## config.mk

```make
export PLATFORM = sky130hd
export DESIGN_NAME = infix_to_postfix_converter_unit_flat
export DESIGN_NICKNAME = d
export VERILOG_FILES = /design/src/hdl/itp_pkg.sv /design/src/hdl/itp_in_if.sv /design/src/hdl/itp_out_if.sv /design/src/hdl/itp_ram.sv /design/src/hdl/itp_out_stage.sv /design/src/hdl/infix_to_postfix_converter_unit.sv /design/src/flat_wrapper.sv
export SDC_FILE = /design/constraint.sdc
export NUM_CORES = 1
export LEC_CHECK = 0
export BUFFER_PORTS_ARGS = -buffer_cell sky130_fd_sc_hd__clkbuf_2
export CORE_MARGIN = 1
export CORE_UTILIZATION = 44
export CTS_CLUSTER_SIZE = 14
export DETAILED_ROUTE_END_ITERATION = 12
export PLACE_DENSITY_LB_ADDON = 0.12
export SYNTH_ARGS = -nofsm -noshare
export SYNTH_HDL_FRONTEND = slang
export SYNTH_SLANG_ARGS = --single-unit
```

## constraint.sdc

```tcl
create_clock -name clk -period 13.62 [get_ports clk]
set_clock_uncertainty 0.15 [all_clocks]
set_input_delay 1.362 -clock clk [delete_from_list [all_inputs] [get_ports clk]]
set_output_delay 1.362 -clock clk [all_outputs]
set_load 0.01 [all_outputs]
```

## src/hdl/itp_pkg.sv

```systemverilog
`timescale 1ns / 1ps

package itp_pkg;

  // stack geometry
  localparam int STACK_DEPTH = 32;
  localparam int CNT_W       = $clog2(STACK_DEPTH + 1);
  localparam int ADDR_W      = $clog2(STACK_DEPTH);

  // result kinds
  typedef enum logic [1:0] {
    KIND_CHAR = 2'd0,
    KIND_END  = 2'd1,
    KIND_ERR  = 2'd2
  } kind_t;

  // error codes
  typedef enum logic [1:0] {
    ERR_NONE      = 2'd0,
    ERR_UNMATCHED = 2'd1,
    ERR_OVERFLOW  = 2'd2
  } err_t;

  // characters with a role of their own
  localparam logic [7:0] CH_TAB    = 8'h09;
  localparam logic [7:0] CH_SPACE  = 8'h20;
  localparam logic [7:0] CH_LPAREN = 8'h28;
  localparam logic [7:0] CH_RPAREN = 8'h29;
  localparam logic [7:0] CH_STAR   = 8'h2A;
  localparam logic [7:0] CH_PLUS   = 8'h2B;
  localparam logic [7:0] CH_MINUS  = 8'h2D;
  localparam logic [7:0] CH_SLASH  = 8'h2F;
  localparam logic [7:0] CH_CARET  = 8'h5E;

  // one result without its end-of-run flag
  typedef struct packed {
    kind_t      kind;
    logic [7:0] ch;
    err_t       err;
  } res_t;

  // request from the sequencer to the output stage
  typedef struct packed {
    logic push;    // hand over one result
    logic last;    // that result ends the run (pending slot must be empty)
    logic finish;  // close the run: the pending result gets last_of_run
    res_t res;
  } emit_req_t;

  // status from the output stage
  typedef struct packed {
    logic done;        // request taken this cycle
    logic out_free;    // output register can load this cycle
    logic pend_valid;  // a result waits in the pending slot
  } emit_sts_t;

endpackage

```

## src/hdl/itp_in_if.sv

```systemverilog
`timescale 1ns / 1ps

interface itp_in_if;
  logic       valid;
  logic       ready;
  logic       cmd;
  logic [7:0] in_char;

  modport source (output valid, output cmd, output in_char, input ready);
  modport sink (input valid, input cmd, input in_char, output ready);
endinterface

```

## src/hdl/itp_out_if.sv

```systemverilog
`timescale 1ns / 1ps

interface itp_out_if;
  logic       valid;
  logic       ready;
  logic [1:0] kind;
  logic [7:0] out_char;
  logic [1:0] error_code;
  logic       last_of_run;

  modport source (output valid, output kind, output out_char, output error_code,
                  output last_of_run, input ready);
  modport sink (input valid, input kind, input out_char, input error_code,
                input last_of_run, output ready);
endinterface

```

## src/hdl/itp_ram.sv

```systemverilog
`timescale 1ns / 1ps

module itp_ram #(
  parameter int WIDTH = 8,
  parameter int DEPTH = 32
) (
  input  logic                     clk,
  input  logic                     wr_en,
  input  logic [$clog2(DEPTH)-1:0] wr_addr,
  input  logic [WIDTH-1:0]         wr_data,
  input  logic                     rd_en,
  input  logic [$clog2(DEPTH)-1:0] rd_addr,
  output logic [WIDTH-1:0]         rd_data
);

  logic [WIDTH-1:0] mem [DEPTH];

  // one write port, one registered read port
  always_ff @(posedge clk) begin
    if (wr_en) begin
      mem[wr_addr] <= wr_data;
    end
    if (rd_en) begin
      rd_data <= mem[rd_addr];
    end
  end

endmodule

```

## src/hdl/itp_out_stage.sv

```systemverilog
`timescale 1ns / 1ps

module itp_out_stage (
  input  logic                 clk,
  input  logic                 rst,
  input  itp_pkg::emit_req_t   req,
  output itp_pkg::emit_sts_t   sts,
  itp_out_if.source            out_ch
);

  logic          out_valid;
  itp_pkg::res_t out_res;
  logic          out_last;
  logic          pend_valid;
  itp_pkg::res_t pend_res;

  logic          out_free;
  logic          load_out;
  logic          load_from_pend;
  logic          load_last;
  logic          pend_load;
  logic          pend_clr;

  assign out_free = !out_valid || out_ch.ready;

  // route a request into the pending slot and the output register
  always_comb begin
    load_out       = 1'b0;
    load_from_pend = 1'b0;
    load_last      = 1'b0;
    pend_load      = 1'b0;
    pend_clr       = 1'b0;
    sts.done       = 1'b1;
    sts.out_free   = out_free;
    sts.pend_valid = pend_valid;
    if (req.push && !req.last) begin
      if (pend_valid) begin
        sts.done = out_free;
        if (out_free) begin
          load_out       = 1'b1;
          load_from_pend = 1'b1;
          pend_load      = 1'b1;
        end
      end else begin
        pend_load = 1'b1;
      end
    end else if (req.push) begin
      sts.done = out_free;
      if (out_free) begin
        load_out  = 1'b1;
        load_last = 1'b1;
      end
    end else if (req.finish && pend_valid) begin
      sts.done = out_free;
      if (out_free) begin
        load_out       = 1'b1;
        load_from_pend = 1'b1;
        load_last      = 1'b1;
        pend_clr       = 1'b1;
      end
    end
  end

  // valid flags
  always_ff @(posedge clk) begin
    if (rst) begin
      out_valid  <= 1'b0;
      pend_valid <= 1'b0;
    end else begin
      if (load_out) begin
        out_valid <= 1'b1;
      end else if (out_ch.ready) begin
        out_valid <= 1'b0;
      end
      if (pend_load) begin
        pend_valid <= 1'b1;
      end else if (pend_clr) begin
        pend_valid <= 1'b0;
      end
    end
  end

  // payload registers
  always_ff @(posedge clk) begin
    if (load_out) begin
      out_res  <= load_from_pend ? pend_res : req.res;
      out_last <= load_last;
    end
    if (pend_load) begin
      pend_res <= req.res;
    end
  end

  assign out_ch.valid       = out_valid;
  assign out_ch.kind        = out_res.kind;
  assign out_ch.out_char    = out_res.ch;
  assign out_ch.error_code  = out_res.err;
  assign out_ch.last_of_run = out_last;

endmodule

```

## src/hdl/infix_to_postfix_converter_unit.sv

```systemverilog
`timescale 1ns / 1ps

// Infix-to-postfix converter by shunting-yard. Each input transfer carries one
// infix character or an end-of-expression command; each output transfer carries
// one postfix character, the end marker or an error, with last_of_run set on the
// final result of an input item. The operator stack lives in a 32 x 8 RAM with a
// registered read, so a character that needs no stack read (operand, space, '(',
// an operator onto an empty stack, an unmatched ')') is done in the idle state,
// while an operator over a non-empty stack, ')' and the end command read the
// stack one entry per cycle through the RAM read port, pausing whenever a
// result waits on the output ready. The pending slot in the output stage holds
// each popped result until the next one or the close of the run, so its
// end-of-run flag is known before it leaves. The stack needs no clearing after
// reset: only entries below the stack count are ever read.
module infix_to_postfix_converter_unit (
  input  logic      clk,
  input  logic      rst,
  itp_in_if.sink    in_ch,
  itp_out_if.source out_ch
);

  typedef enum logic [4:0] {
    ST_IDLE   = 5'b00001,
    ST_EVAL   = 5'b00010,
    ST_PUSH   = 5'b00100,
    ST_END    = 5'b01000,
    ST_FINISH = 5'b10000
  } state_t;

  typedef enum logic [2:0] {
    MODE_FLUSH = 3'b001,
    MODE_CLOSE = 3'b010,
    MODE_OPER  = 3'b100
  } mode_t;

  state_t                     state, state_next;
  mode_t                      mode, mode_next;
  logic [7:0]                 cur_char, cur_char_next;
  logic [itp_pkg::CNT_W-1:0]  count, count_next;
  logic [itp_pkg::CNT_W-1:0]  paren_cnt, paren_cnt_next;

  logic [itp_pkg::CNT_W-1:0]  top_m1;
  logic [itp_pkg::CNT_W-1:0]  top_m2;
  logic                       stk_full;
  logic                       in_accept;

  logic                       wr_en;
  logic [itp_pkg::ADDR_W-1:0] wr_addr;
  logic                       rd_en;
  logic [itp_pkg::ADDR_W-1:0] rd_addr;
  logic [7:0]                 rd_data;

  itp_pkg::emit_req_t         req;
  itp_pkg::emit_sts_t         sts;

  function automatic logic [1:0] prec(input logic [7:0] c);
    logic [1:0] p;
    case (c)
      itp_pkg::CH_CARET: p = 2'd3;
      itp_pkg::CH_STAR:  p = 2'd2;
      itp_pkg::CH_SLASH: p = 2'd2;
      itp_pkg::CH_PLUS:  p = 2'd1;
      itp_pkg::CH_MINUS: p = 2'd1;
      default:           p = 2'd0;
    endcase
    return p;
  endfunction

  assign top_m1    = count - itp_pkg::CNT_W'(1);
  assign top_m2    = count - itp_pkg::CNT_W'(2);
  assign stk_full  = count >= itp_pkg::CNT_W'(itp_pkg::STACK_DEPTH);
  assign in_ch.ready = (state == ST_IDLE) && sts.out_free;
  assign in_accept = in_ch.valid && in_ch.ready;

  // stack RAM
  itp_ram #(
    .WIDTH (8),
    .DEPTH (itp_pkg::STACK_DEPTH)
  ) u_stack (
    .clk     (clk),
    .wr_en   (wr_en),
    .wr_addr (wr_addr),
    .wr_data (cur_char_next),
    .rd_en   (rd_en),
    .rd_addr (rd_addr),
    .rd_data (rd_data)
  );

  // result register and pending slot
  itp_out_stage u_out (
    .clk    (clk),
    .rst    (rst),
    .req    (req),
    .sts    (sts),
    .out_ch (out_ch)
  );

  // sequencer: read the top, decide, write back
  always_comb begin
    state_next     = state;
    mode_next      = mode;
    cur_char_next  = cur_char;
    count_next     = count;
    paren_cnt_next = paren_cnt;
    wr_en          = 1'b0;
    wr_addr        = count[itp_pkg::ADDR_W-1:0];
    rd_en          = 1'b0;
    rd_addr        = top_m1[itp_pkg::ADDR_W-1:0];
    req            = '0;
    req.res.kind   = itp_pkg::KIND_CHAR;
    req.res.err    = itp_pkg::ERR_NONE;

    case (state)
      ST_IDLE: begin
        if (in_accept) begin
          cur_char_next = in_ch.in_char;
          if (in_ch.cmd) begin
            if (count == '0) begin
              state_next = ST_END;
            end else begin
              rd_en      = 1'b1;
              mode_next  = MODE_FLUSH;
              state_next = ST_EVAL;
            end
          end else begin
            case (in_ch.in_char)
              itp_pkg::CH_SPACE, itp_pkg::CH_TAB: begin
              end
              itp_pkg::CH_LPAREN: begin
                if (stk_full) begin
                  req.push     = 1'b1;
                  req.last     = 1'b1;
                  req.res.kind = itp_pkg::KIND_ERR;
                  req.res.err  = itp_pkg::ERR_OVERFLOW;
                end else begin
                  wr_en          = 1'b1;
                  count_next     = count + itp_pkg::CNT_W'(1);
                  paren_cnt_next = paren_cnt + itp_pkg::CNT_W'(1);
                end
              end
              itp_pkg::CH_RPAREN: begin
                if (paren_cnt == '0) begin
                  count_next   = '0;
                  req.push     = 1'b1;
                  req.last     = 1'b1;
                  req.res.kind = itp_pkg::KIND_ERR;
                  req.res.err  = itp_pkg::ERR_UNMATCHED;
                end else begin
                  rd_en      = 1'b1;
                  mode_next  = MODE_CLOSE;
                  state_next = ST_EVAL;
                end
              end
              itp_pkg::CH_CARET, itp_pkg::CH_STAR, itp_pkg::CH_SLASH,
              itp_pkg::CH_PLUS, itp_pkg::CH_MINUS: begin
                if (count == '0) begin
                  wr_en      = 1'b1;
                  count_next = itp_pkg::CNT_W'(1);
                end else begin
                  rd_en      = 1'b1;
                  mode_next  = MODE_OPER;
                  state_next = ST_EVAL;
                end
              end
              default: begin
                req.push   = 1'b1;
                req.last   = 1'b1;
                req.res.ch = in_ch.in_char;
              end
            endcase
          end
        end
      end

      ST_EVAL: begin
        req.res.ch = rd_data;
        case (mode)
          MODE_FLUSH: begin
            req.push = 1'b1;
            if (sts.done) begin
              count_next = top_m1;
              if (rd_data == itp_pkg::CH_LPAREN) begin
                paren_cnt_next = paren_cnt - itp_pkg::CNT_W'(1);
              end
              if (top_m1 == '0) begin
                state_next = ST_END;
              end else begin
                rd_en   = 1'b1;
                rd_addr = top_m2[itp_pkg::ADDR_W-1:0];
              end
            end
          end
          MODE_CLOSE: begin
            if (rd_data == itp_pkg::CH_LPAREN) begin
              count_next     = top_m1;
              paren_cnt_next = paren_cnt - itp_pkg::CNT_W'(1);
              state_next     = ST_FINISH;
            end else begin
              req.push = 1'b1;
              if (sts.done) begin
                count_next = top_m1;
                rd_en      = 1'b1;
                rd_addr    = top_m2[itp_pkg::ADDR_W-1:0];
              end
            end
          end
          MODE_OPER: begin
            if (prec(rd_data) >= prec(cur_char)) begin
              req.push = 1'b1;
              if (sts.done) begin
                count_next = top_m1;
                if (top_m1 == '0) begin
                  state_next = ST_PUSH;
                end else begin
                  rd_en   = 1'b1;
                  rd_addr = top_m2[itp_pkg::ADDR_W-1:0];
                end
              end
            end else begin
              state_next = ST_PUSH;
            end
          end
          default: begin
            state_next = ST_IDLE;
          end
        endcase
      end

      ST_PUSH: begin
        if (stk_full) begin
          req.push     = 1'b1;
          req.res.kind = itp_pkg::KIND_ERR;
          req.res.err  = itp_pkg::ERR_OVERFLOW;
          if (sts.done) begin
            state_next = ST_FINISH;
          end
        end else begin
          wr_en      = 1'b1;
          count_next = count + itp_pkg::CNT_W'(1);
          state_next = ST_FINISH;
        end
      end

      ST_END: begin
        req.push     = 1'b1;
        req.res.kind = itp_pkg::KIND_END;
        if (sts.done) begin
          state_next = ST_FINISH;
        end
      end

      ST_FINISH: begin
        req.finish = 1'b1;
        if (sts.done) begin
          state_next = ST_IDLE;
        end
      end

      default: begin
        state_next = ST_IDLE;
      end
    endcase
  end

  // control state
  always_ff @(posedge clk) begin
    if (rst) begin
      state     <= ST_IDLE;
      mode      <= MODE_FLUSH;
      count     <= '0;
      paren_cnt <= '0;
    end else begin
      state     <= state_next;
      mode      <= mode_next;
      count     <= count_next;
      paren_cnt <= paren_cnt_next;
    end
  end

  // current character
  always_ff @(posedge clk) begin
    cur_char <= cur_char_next;
  end

  // stack occupancy stays in range, open parentheses are a subset of it
  a_count_range: assert property (@(posedge clk) disable iff (rst)
    count <= itp_pkg::CNT_W'(itp_pkg::STACK_DEPTH) && paren_cnt <= count)
    else $error("stack count out of range");

  // between items no result may be left waiting in the pending slot
  a_idle_no_pend: assert property (@(posedge clk) disable iff (rst)
    state == ST_IDLE |-> !sts.pend_valid)
    else $error("pending result left behind at idle");

  // error and end results always close their run and carry no character
  a_err_last: assert property (@(posedge clk) disable iff (rst)
    out_ch.valid && (out_ch.kind == itp_pkg::KIND_ERR || out_ch.kind == itp_pkg::KIND_END)
    |-> out_ch.last_of_run && out_ch.out_char == 8'd0)
    else $error("error or end result not last or with a character");

  // a stack read is only issued when entries are stacked
  a_read_nonempty: assert property (@(posedge clk) disable iff (rst)
    rd_en |-> count != '0)
    else $error("stack read while empty");

endmodule

```

## src/flat_wrapper.sv

```systemverilog
// flat-port wrapper written by rule: the top's interface ports become plain ports
module infix_to_postfix_converter_unit_flat 
  (clk, rst, in_ch_valid, in_ch_cmd, in_ch_in_char, in_ch_ready, out_ch_valid, out_ch_kind, out_ch_out_char, out_ch_error_code, out_ch_last_of_run, out_ch_ready);
  itp_in_if in_ch_i ();
  itp_out_if out_ch_i ();
  input  logic clk;
  input  logic rst;
  input wire logic [$bits(in_ch_i.valid)-1:0] in_ch_valid;
  input wire logic [$bits(in_ch_i.cmd)-1:0] in_ch_cmd;
  input wire logic [$bits(in_ch_i.in_char)-1:0] in_ch_in_char;
  output wire logic [$bits(in_ch_i.ready)-1:0] in_ch_ready;
  output wire logic [$bits(out_ch_i.valid)-1:0] out_ch_valid;
  output wire logic [$bits(out_ch_i.kind)-1:0] out_ch_kind;
  output wire logic [$bits(out_ch_i.out_char)-1:0] out_ch_out_char;
  output wire logic [$bits(out_ch_i.error_code)-1:0] out_ch_error_code;
  output wire logic [$bits(out_ch_i.last_of_run)-1:0] out_ch_last_of_run;
  input wire logic [$bits(out_ch_i.ready)-1:0] out_ch_ready;
  assign in_ch_i.valid = in_ch_valid;
  assign in_ch_i.cmd = in_ch_cmd;
  assign in_ch_i.in_char = in_ch_in_char;
  assign in_ch_ready = in_ch_i.ready;
  assign out_ch_valid = out_ch_i.valid;
  assign out_ch_kind = out_ch_i.kind;
  assign out_ch_out_char = out_ch_i.out_char;
  assign out_ch_error_code = out_ch_i.error_code;
  assign out_ch_last_of_run = out_ch_i.last_of_run;
  assign out_ch_i.ready = out_ch_ready;
  infix_to_postfix_converter_unit u_core (.clk(clk), .rst(rst), .in_ch(in_ch_i), .out_ch(out_ch_i));
endmodule
```

==> flow_metrics.py, run 1 <==
metrics = {
    "detailed_routing": {
        "ant_nets": 0,
        "drc": 0,
        "drt_iter0_markers": 805,
        "via_per_inst": 5.89,
        "routedWlPerCell_um": 23.7,
        "num_vias": 8801,
        "firstDrtPassIters": 6,
        "drt-total-wl_um": 35400,
    },
    "logic_synthesis": {
        "netlist_top_cells_area": "edfxtp_1 62%, mux2i_1 5.3%, dfxtp_1 4.3%",
        "synth_nets": 1079,
        "synthMostInstantiatedCell": "edfxtp_1",
        "ys.flop_type": "edfxtp_1",
        "postSynthAreaPerCell_um2": 13.4,
        "synth_top_area_share_pct": 61.8,
        "ys_warn_count": 0,
        "yosysSeqAreaShare_pct": 66.1,
        "synth-edff-count": 289,
        "synth_cell_types": 81,
        "synth_top_area_cell": "edfxtp_1",
        "synthTopCellsByCount": "289 x edfxtp_1, 105 x nand2_1, 78 x a21oi_1, 77 x nor2_1, 74 x mux2i_1",
        "netlist_area_um2": 14000,
        "async_flop_share_pct": 0,
        "syn_inst": 1051,
        "ys_ff_latch": 319,
    },
    "sta": {
        "fin_crit_ns": 6.24,
        "slew_viol_final": 0,
        "relSlewSlack_pct": 22.3,
        "setup_viol": 0,
        "fin_tns_setup_ns": 0,
        "finalCritPeriodShare_pct": 45.8,
        "fmax_ghz": 0.160,
        "rsz0062_at_grt": "no",
        "worst_pin_slew_ns": 1.17,
        "hold_slack_ns": 0.348,
        "setup_ws_ns": 7.38,
        "hold_viol_final": 0,
    },
    "floorplanning": {
        "ios": 28,
        "die_h_um": 181,
        "start_util_pct": 44.6,
        "rows": 65,
        "core_area_um2": 31500,
        "die_width_um": 181,
        "die_area_um2": 32600,
    },
    "placement": {
        "place_ws_ns": 7.40,
        "io_buffers": 27,
        "hpwl_um": 22200,
        "dpl.cell_count": 1433,
        "place.gp.congestion": 0.869,
    },
    "grt": {
        "grt-ovfl-total": 0,
        "grt_pass1_wl_um": 53500,
        "antenna_found_initial": 0,
        "grt_pass1_vias": 8488,
        "track_usage_pct": 21.8,
        "grt_max_degree": 78,
    },
    "setup_path": {
        "path_class": "flip-flop to flip-flop",
        "worstPathArrival_ns": 6.34,
        "r2r-start": "u_core.u_stack.rd_data[4]",
        "r2r_slack_ns": 7.38,
        "slowest_stage": "buf_4",
        "cp_slowest_stage_delay_ns": 0.83,
        "cp.required_ns": 13.73,
        "endpoint_kind": "flip-flop",
        "crit_path_frequent_cell": "mux2i_1",
        "critPathLaunchType": "flip-flop",
        "cp_max_fo": 77,
        "r2r-end": "u_core.u_stack.rd_data[0]",
        "cp_cell_sequence": "nor4b_2, and2_1, mux2i_1, mux2i_1, nand2_1, ha_1, nand2b_1, a21o_1, a211oi_2, o21a_4, mux2_4, o221ai_2, o2bb2ai_4, buf_4, buf_4, mux2i_1, a22oi_1, nand4_1, nand4_1",
        "reg2reg_depth": 19,
    },
    "final_layout": {
        "nets": 1097,
        "syn_to_final_growth_pct": 11.6,
        "finalNonFillerCells": 1493,
        "antenna_cells": 0,
        "fin_util_pct": 49.8,
        "drive_above_1_share_pct": 12.4,
    },
    "cts": {
        "cts_root_buf": "clkbuf_16",
        "cts_resized": 0,
        "cts.clk_slew.worst_paths_ns": 0.06,
        "clock-sinks": 319,
        "clk_latency_ns": 0.52,
        "postCtsSetupRepairBufs": 0,
        "max-clock-path-buffers": 3,
        "h-tree-depth": 2,
        "cts_hold_buffers": 0,
        "tritoncts": "yes",
        "numCtsBuffers": 36,
    },
    "power_and_ir_drop": {
        "vdd_drop_max_v": 0.000108,
        "leakage_uw": 0.00563,
        "p_per_area_nw_per_um2": 236,
    },
    "min_path": {
        "holdCritPathClass": "flip-flop to flip-flop",
        "whs_endpoint": "u_core.paren_cnt[1]",
        "hold_start": "u_core.paren_cnt[1]",
        "hold_depth": 2,
    },
    "status": {
        "status": "completed",
    },
    "run": {
        "maxCapViolations": 0,
    },
}
layout make-up:
| cell class | count | area (um2) |
|---|---|---|
| Clock buffer | 42 | 976 |
| Clock inverter | 18 | 201 |
| Fill cell | 2724 | 15800 |
| Inverter | 14 | 53.8 |
| Multi-Input combinational cell | 661 | 4440 |
| Sequential cell | 319 | 9280 |
| Tap cell | 402 | 503 |
| Timing Repair Buffer | 37 | 210 |
kinds of logic (layout without fill, tap and decap cells):
logic type,count (synthesis),count (layout),synth area share (%)
flops,319,319,66.1
mux,92,92,6.75
simple gates,311,311,10.9
xor+xnor,18,18,1.18
fa+ha+maj,15,15,1.39
buf+inv,71,111,2.53
compound gates,225,225,11.1
sequential cells by signal, indices dropped and copies added (netlist names):
signal and count:
u_core.u_stack.mem 256, u_core.u_out.pend_res 12, u_core.cur_char 8, u_core.u_out.out_ch.out_char 8
u_core.u_stack.rd_data 8, u_core.count 6, u_core.paren_cnt 6, u_core.state 5
u_core.mode 3, u_core.u_out.out_ch.error_code 2, u_core.u_out.out_ch.kind 2, u_core.u_out.out_ch.last_of_run 1
u_core.u_out.out_ch.valid 1, u_core.u_out.pend_valid 1
worst max-delay path by stage:
stage                                      endpoint  slack, ns  cells past startpoint                      start
after floorplan           u_core.u_stack.rd_data[6]       9.31                     14                in_ch_valid
after CTS                 u_core.u_stack.rd_data[0]       7.38                     19  u_core.u_stack.rd_data[4]
after global placement    u_core.u_stack.rd_data[0]       7.44                     19  u_core.u_stack.rd_data[4]
after detailed placement  u_core.u_stack.rd_data[0]       7.40                     15           in_ch_in_char[4]
after global routing      u_core.u_stack.rd_data[0]       6.89                     19  u_core.u_stack.rd_data[4]
final                     u_core.u_stack.rd_data[0]       7.38                     19  u_core.u_stack.rd_data[4]
where the power goes:
| group | total [uW] | switching [uW] | leakage, uW | internal, uW |
|---|---|---|---|---|
| clock network | 968 | 381 | 0.000576 | 587 |
| registers | 1340 | 58.7 | 0.00285 | 1280 |
| logic | 1390 | 962 | 0.00220 | 427 |
per-stage QoR:
step / area [um2] / power [uW]
after CTS: 15700 / 3720
after floorplan: 14000 / 2300
final: 15700 / 3700
after detailed placement: 14500 / 2750
after global placement: 14500 / 2740
after global routing: 15700 / 3880
worst max-delay path: cells and delay by family (launching register included):
family | cells | cell delay, ns
buf+inv | 2 | 1.58
compound gates | 6 | 1.38
simple gates | 6 | 1.22
mux | 4 | 0.84
flops | 1 | 0.49
fa+ha+maj | 1 | 0.29
cell usage in the layout (no fill, tap or decap), drive strengths merged, types with 14 or more instances in the layout:
master and instances:
clkbuf 69, mux2 18, mux2i 74, nor2 77, clkinv 14, a21oi 79, ha 14, dfxtp 30
a22oi 63, nor3 15, nand4 37, o21ai 14, nand2 105, edfxtp 289
layer usage:
metal	GRT usage [%]	up-vias	wire, um
li1	-	4078	-
met1	30.2	4409	15900
met2	34.9	260	16500
met3	3.76	54	1980
met4	6.97	0	959
met5	0	-	0
No activity file was read; power rests on OpenSTA's default activity.
==> inputs of run 2 (changes only) <==
==> constraint.sdc (replaced) <==
create_clock -name clk -period 6.3 [get_ports clk]
set_clock_uncertainty 0.15 [all_clocks]
set_input_delay 0.63 -clock clk [delete_from_list [all_inputs] [get_ports clk]]
set_output_delay 0.63 -clock clk [all_outputs]
set_load 0.01 [all_outputs]
==> run 2 against run 1 <==
Non-clock buffer count rose by 9. Design area barely moved. First-iteration DRC count decreased by 4.3%. Maximum frequency is 15% higher. Global-route usage rose by 0.21 points. Hold slack lost 0.0022 ns. Largest cell class unchanged. Final cell count grew 0.74%.
==> flow_metrics.py, run 2 (synthesis results as in run 1) <==
metrics = {
    "floorplanning": {
        "die_h_um": 181,
        "die_width_um": 181,
        "ios": 28,
        "die_area_um2": 32600,
        "rows": 65,
        "core_area_um2": 31500,
        "start_util_pct": 44.6,
    },
    "cts": {
        "max-clock-path-buffers": 3,
        "numCtsBuffers": 35,
        "h-tree-depth": 2,
        "cts_resized": 0,
        "cts.clk_slew.worst_paths_ns": 0.06,
        "clock-sinks": 319,
        "cts_root_buf": "clkbuf_16",
        "clk_latency_ns": 0.52,
        "cts_hold_buffers": 0,
        "postCtsSetupRepairBufs": 0,
        "tritoncts": "yes",
    },
    "placement": {
        "io_buffers": 27,
        "place.gp.congestion": 0.880,
        "hpwl_um": 22400,
        "place_ws_ns": 0.960,
    },
    "final_layout": {
        "largest_register_ffs": 256,
        "antenna_cells": 0,
        "largestRegisters": "u_core.u_stack.mem x256, u_core.u_out.pend_res x12",
        "final_common_cell": "edfxtp_1",
        "nets": 1105,
        "drive_above_1_share_pct": 12.3,
        "syn_to_final_growth_pct": 11.7,
        "largest-register": "u_core.u_stack.mem",
        "final_cell_mix": "289 x edfxtp_1, 105 x nand2_1, 78 x a21oi_1",
    },
    "setup_path": {
        "endpoint_kind": "flip-flop",
        "crit_path_frequent_cell": "mux2i_1",
        "cp_slowest_stage_delay_ns": 0.47,
        "worstPathArrival_ns": 5.50,
        "cp_cell_sequence": "nor4b_2, and2_1, mux2i_1, mux2i_1, nand2_1, ha_1, nand2b_1, a21o_1, a211oi_2, o21a_4, mux2_4, o221ai_2, o2bb2ai_4, buf_12, mux2i_1, a22oi_1, a311oi_1, a211oi_2",
        "cp.required_ns": 6.39,
        "cp_max_fo": 46,
        "path_class": "flip-flop to flip-flop",
        "critPathLaunchType": "flip-flop",
        "slowest_stage": "a311oi_1",
    },
    "grt": {
        "antenna_found_initial": 0,
        "track_usage_pct": 22.0,
        "grt_pass1_wl_um": 54500,
        "grt_max_degree": 59,
        "grt-ovfl-total": 0,
        "grt_pass1_vias": 8688,
    },
    "sta": {
        "rsz0062_at_grt": "no",
        "hold_slack_ns": 0.346,
        "setup_ws_ns": 0.890,
        "fmax_ghz": 0.185,
        "worst_pin_slew_ns": 1.06,
        "hold_viol_final": 0,
        "setup_viol": 0,
        "fin_crit_ns": 5.41,
        "finalCritPeriodShare_pct": 85.9,
        "slew_viol_final": 0,
        "relSlewSlack_pct": 29.2,
        "fin_tns_setup_ns": 0,
    },
    "detailed_routing": {
        "num_vias": 8852,
        "drt_iter0_markers": 770,
        "drc": 0,
        "via_per_inst": 5.89,
        "drt-total-wl_um": 35300,
        "ant_nets": 0,
        "firstDrtPassIters": 5,
        "routedWlPerCell_um": 23.5,
    },
    "run": {
        "maxCapViolations": 0,
    },
    "status": {
        "status": "completed",
    },
    "power_and_ir_drop": {
        "vdd_drop_max_v": 0.000249,
        "p_per_area_nw_per_um2": 507,
        "leakage_uw": 0.00565,
    },
    "min_path": {
        "holdCritPathClass": "flip-flop to flip-flop",
    },
}
==> run 2: worst paths after layout <==
check	to	slack, ns	from	cells after the start
setup reg to reg	u_core.u_stack.rd_data[6]	0.89	u_core.u_stack.rd_data[7]	18
hold reg to reg	u_core.paren_cnt[5]	0.35	u_core.paren_cnt[5]	2
hold / removal	u_core.paren_cnt[5]	0.35	u_core.paren_cnt[5]	2
setup / recovery	u_core.u_stack.rd_data[6]	0.89	u_core.u_stack.rd_data[7]	18
==> run 2: layout make-up <==
cell class	count	area [um2]
clock buffer	46	960
multi-input combinational	661	4430
fill	2717	15800
timing repair buffer	46	315
clock inverter	16	138
inverter	14	53.8
sequential	319	9280
tap	402	503
==> run 2: critical path, delay by kind of cell, from the launching register on <==
family / cells / cell delay (ns)
compound gates: 8 / 2.20
simple gates: 4 / 0.84
mux: 4 / 0.80
flops: 1 / 0.45
buf+inv: 1 / 0.36
fa+ha+maj: 1 / 0.29
==> run 2: metal layers <==
metal | up-vias | wire [um] | track usage [%] | share of wire, %
li1 | 4101 | - | - | -
met1 | 4439 | 16400 | 31.8 | 46
met2 | 266 | 16400 | 34.8 | 46
met3 | 46 | 1960 | 3.48 | 5.5
met4 | 0 | 605 | 5.20 | 1.7
met5 | - | 0 | 0 | 0
==> run 2: metrics by stage <==
stage / util, % / area, um2 / total power (uW) / std cells
6_report: 49.8 / 15700 / 7950 / 1504
5_1_grt: 49.8 / 15700 / 8340 / 1504
4_1_cts: 49.8 / 15700 / 8010 / 1504
3_5_place_dp: 46.3 / 14600 / 6030 / 1442
3_3_place_gp: 46.3 / 14600 / 6010 / 1442
2_1_floorplan: - / 14000 / 4980 / 1051
==> run 2: power by group <==
| part | switching (uW) | internal (uW) | leakage [uW] |
|---|---|---|---|
| clock | 809 | 1160 | 0.000541 |
| combinational | 2120 | 980 | 0.00225 |
| sequential | 116 | 2770 | 0.00285 |
| total | 3040 | 4910 | 0.00565 |
==> inputs of run 3 (changes only) <==
--- a/config.mk
+++ b/config.mk
@@ -6,11 +6,14 @@
 export NUM_CORES = 1
 export LEC_CHECK = 0
 export BUFFER_PORTS_ARGS = -buffer_cell sky130_fd_sc_hd__clkbuf_2
+export CELL_PAD_IN_SITES_DETAIL_PLACEMENT = 1
+export CELL_PAD_IN_SITES_GLOBAL_PLACEMENT = 2
 export CORE_MARGIN = 1
 export CORE_UTILIZATION = 44
 export CTS_CLUSTER_SIZE = 14
 export DETAILED_ROUTE_END_ITERATION = 12
-export PLACE_DENSITY_LB_ADDON = 0.12
+export PLACE_DENSITY_LB_ADDON = 0.1
 export SYNTH_ARGS = -nofsm -noshare
 export SYNTH_HDL_FRONTEND = slang
 export SYNTH_SLANG_ARGS = --single-unit
+export TNS_END_PERCENT = 50
==> run 3 against run 2 <==
Core utilization grew 0.50 points. Final cell count is 0.66% higher. Global-route usage increased by 2.4 points. Clock power up 11%. Non-clock buffer count increased by 7. Setup slack worse by 0.12 ns. Design area grew 1.0%. Combinational power grew 5%. Die area is the same. Wire length grew 11%. Largest cell class unchanged.
==> flow_metrics.py, run 3 (synthesis results as in run 1) <==
metrics = {
    "status": {
        "status": "completed",
    },
    "detailed_routing": {
        "num_vias": 9053,
        "routedWlPerCell_um": 25.9,
        "drt_iter0_markers": 713,
        "via_per_inst": 5.98,
        "ant_nets": 0,
        "firstDrtPassIters": 5,
        "drc": 0,
        "drt-total-wl_um": 39300,
    },
    "final_layout": {
        "final_cell_mix": "289 x edfxtp_1, 105 x nand2_1, 78 x a21oi_1",
        "multiInputGateArea_um2": 4430,
        "final_common_cell": "edfxtp_1",
        "antenna_cells": 0,
        "largest-register": "u_core.u_stack.mem",
        "fin_util_pct": 50.3,
        "nets": 1114,
        "fillers": 3153,
        "drive_above_1_share_pct": 13.6,
        "syn_to_final_growth_pct": 12.8,
        "regArea_um2": 9280,
        "largestRegisters": "u_core.u_stack.mem x256, u_core.u_out.pend_res x12",
        "largest_register_ffs": 256,
    },
    "sta": {
        "hold_viol_final": 0,
        "slew_viol_final": 0,
        "finalCritPeriodShare_pct": 87.7,
        "fin_tns_setup_ns": 0,
        "setup_ws_ns": 0.772,
        "setup_viol": 0,
        "fin_crit_ns": 5.53,
        "rsz0062_at_grt": "no",
        "worst_pin_slew_ns": 1.12,
        "relSlewSlack_pct": 25.1,
        "fmax_ghz": 0.181,
    },
    "placement": {
        "io_buffers": 27,
        "hpwl_um": 25300,
        "place.gp.congestion": 0.820,
        "place_ws_ns": 0.780,
    },
    "power_and_ir_drop": {
        "vdd_drop_max_v": 0.000310,
        "pwr-share-clk_pct": 26.2,
        "power_uw": 8330,
        "p_per_area_nw_per_um2": 526,
        "p_sw_share_pct": 38.9,
        "switchingPower_uw": 3240,
        "internal_power_uw": 5090,
        "leakage_uw": 0.00573,
        "power_frac_comb_pct": 39.0,
        "power_frac_seq_pct": 34.8,
    },
    "cts": {
        "tritoncts": "yes",
        "cts.clk_slew.worst_paths_ns": 0.06,
        "cts_root_buf": "clkbuf_16",
        "max-clock-path-buffers": 3,
        "clk_latency_ns": 0.54,
        "cts_resized": 0,
        "cts_hold_buffers": 0,
        "clock-sinks": 319,
        "h-tree-depth": 2,
        "postCtsSetupRepairBufs": 0,
        "numCtsBuffers": 37,
    },
    "grt": {
        "grt_pass1_wl_um": 59500,
        "grt-ovfl-total": 0,
        "track_usage_pct": 24.4,
        "grt_max_degree": 34,
        "grt_pass1_vias": 9359,
        "antenna_found_initial": 0,
    },
    "setup_path": {
        "worstPathArrival_ns": 5.65,
        "path_class": "flip-flop to flip-flop",
        "cp_max_fo": 27,
        "critPathLaunchType": "flip-flop",
        "endpoint_kind": "flip-flop",
        "cp.required_ns": 6.42,
    },
    "floorplanning": {
        "ios": 28,
        "rows": 65,
        "core_area_um2": 31500,
        "die_area_um2": 32600,
        "die_h_um": 181,
        "die_width_um": 181,
        "start_util_pct": 44.6,
    },
    "min_path": {
        "holdCritPathClass": "flip-flop to flip-flop",
    },
    "run": {
        "maxCapViolations": 0,
    },
}
## run 3: cell count changes in the layout (fill, tap and decap cells not counted), sizes merged
cell and change:
bufinv +3, clkinvlp +1, inv +1, buf +7, clkbuf -5, clkinv +3
## run 3: stage by stage
stage	cell area, um2	hold WS [ns]	cells
3_3_place_gp	14600	0.323	1449
4_1_cts	15800	0.353	1514
6_report	15800	0.354	1514
5_1_grt	15800	0.368	1514
3_5_place_dp	14600	0.340	1449
2_1_floorplan	14000	0.309	1051
## run 3: area by class of cell
class	instances	share of cell area, %
clock buffer	41	6.08
clock inverter	24	1.75
inverter	14	0.340
multi-input combinational	661	28.0
sequential	319	58.6
tap	402	3.18
timing repair buffer	53	2.09
## run 3: worst max-delay path, cell delays in order, from the launching register on
cell       delay [ns]
edfxtp_1         0.42
nor4b_2          0.39
and2_1           0.21
mux2i_1          0.07
mux2i_1          0.16
nand2_1          0.07
ha_1             0.29
nand2b_1         0.16
a21o_1           0.22
a211oi_2         0.41
o21a_4           0.23
mux2_4           0.33
o221ai_2         0.30
o2bb2ai_4        0.45
buf_4            0.49
buf_4            0.31
mux2i_1          0.24
a22oi_1          0.09
nand4_1          0.12
nand4_1          0.09
## run 3: final timing paths
check / start / to / slack [ns] / cells after the start
worst max-delay path: u_core.u_stack.rd_data[7] / u_core.u_stack.rd_data[0] / 0.77 / 19
worst min-delay path: u_core.paren_cnt[5] / u_core.paren_cnt[5] / 0.35 / 2
worst max register to register: u_core.u_stack.rd_data[7] / u_core.u_stack.rd_data[0] / 0.77 / 19
worst min register to register: u_core.paren_cnt[5] / u_core.paren_cnt[5] / 0.35 / 2
## run 3: power groups by stage
stage / logic [uW] / registers, uW / clock network, uW
2_1_floorplan: 2110 / 2870 / 0
3_3_place_gp: 3200 / 2940 / 0
3_5_place_dp: 3240 / 2940 / 0
4_1_cts: 3240 / 2890 / 2220
5_1_grt: 3490 / 2910 / 2290
6_report: 3250 / 2900 / 2190
## run 3: per-layer routing
metal / global-route usage (%) / vias to the layer above / wire length [um]
met3: 3.74 / 70 / 1920
met2: 40.9 / 254 / 19100
met1: 32.5 / 4614 / 17200
met5: 0 / - / 0
met4: 8.07 / 0 / 1060
li1: - / 4115 / -
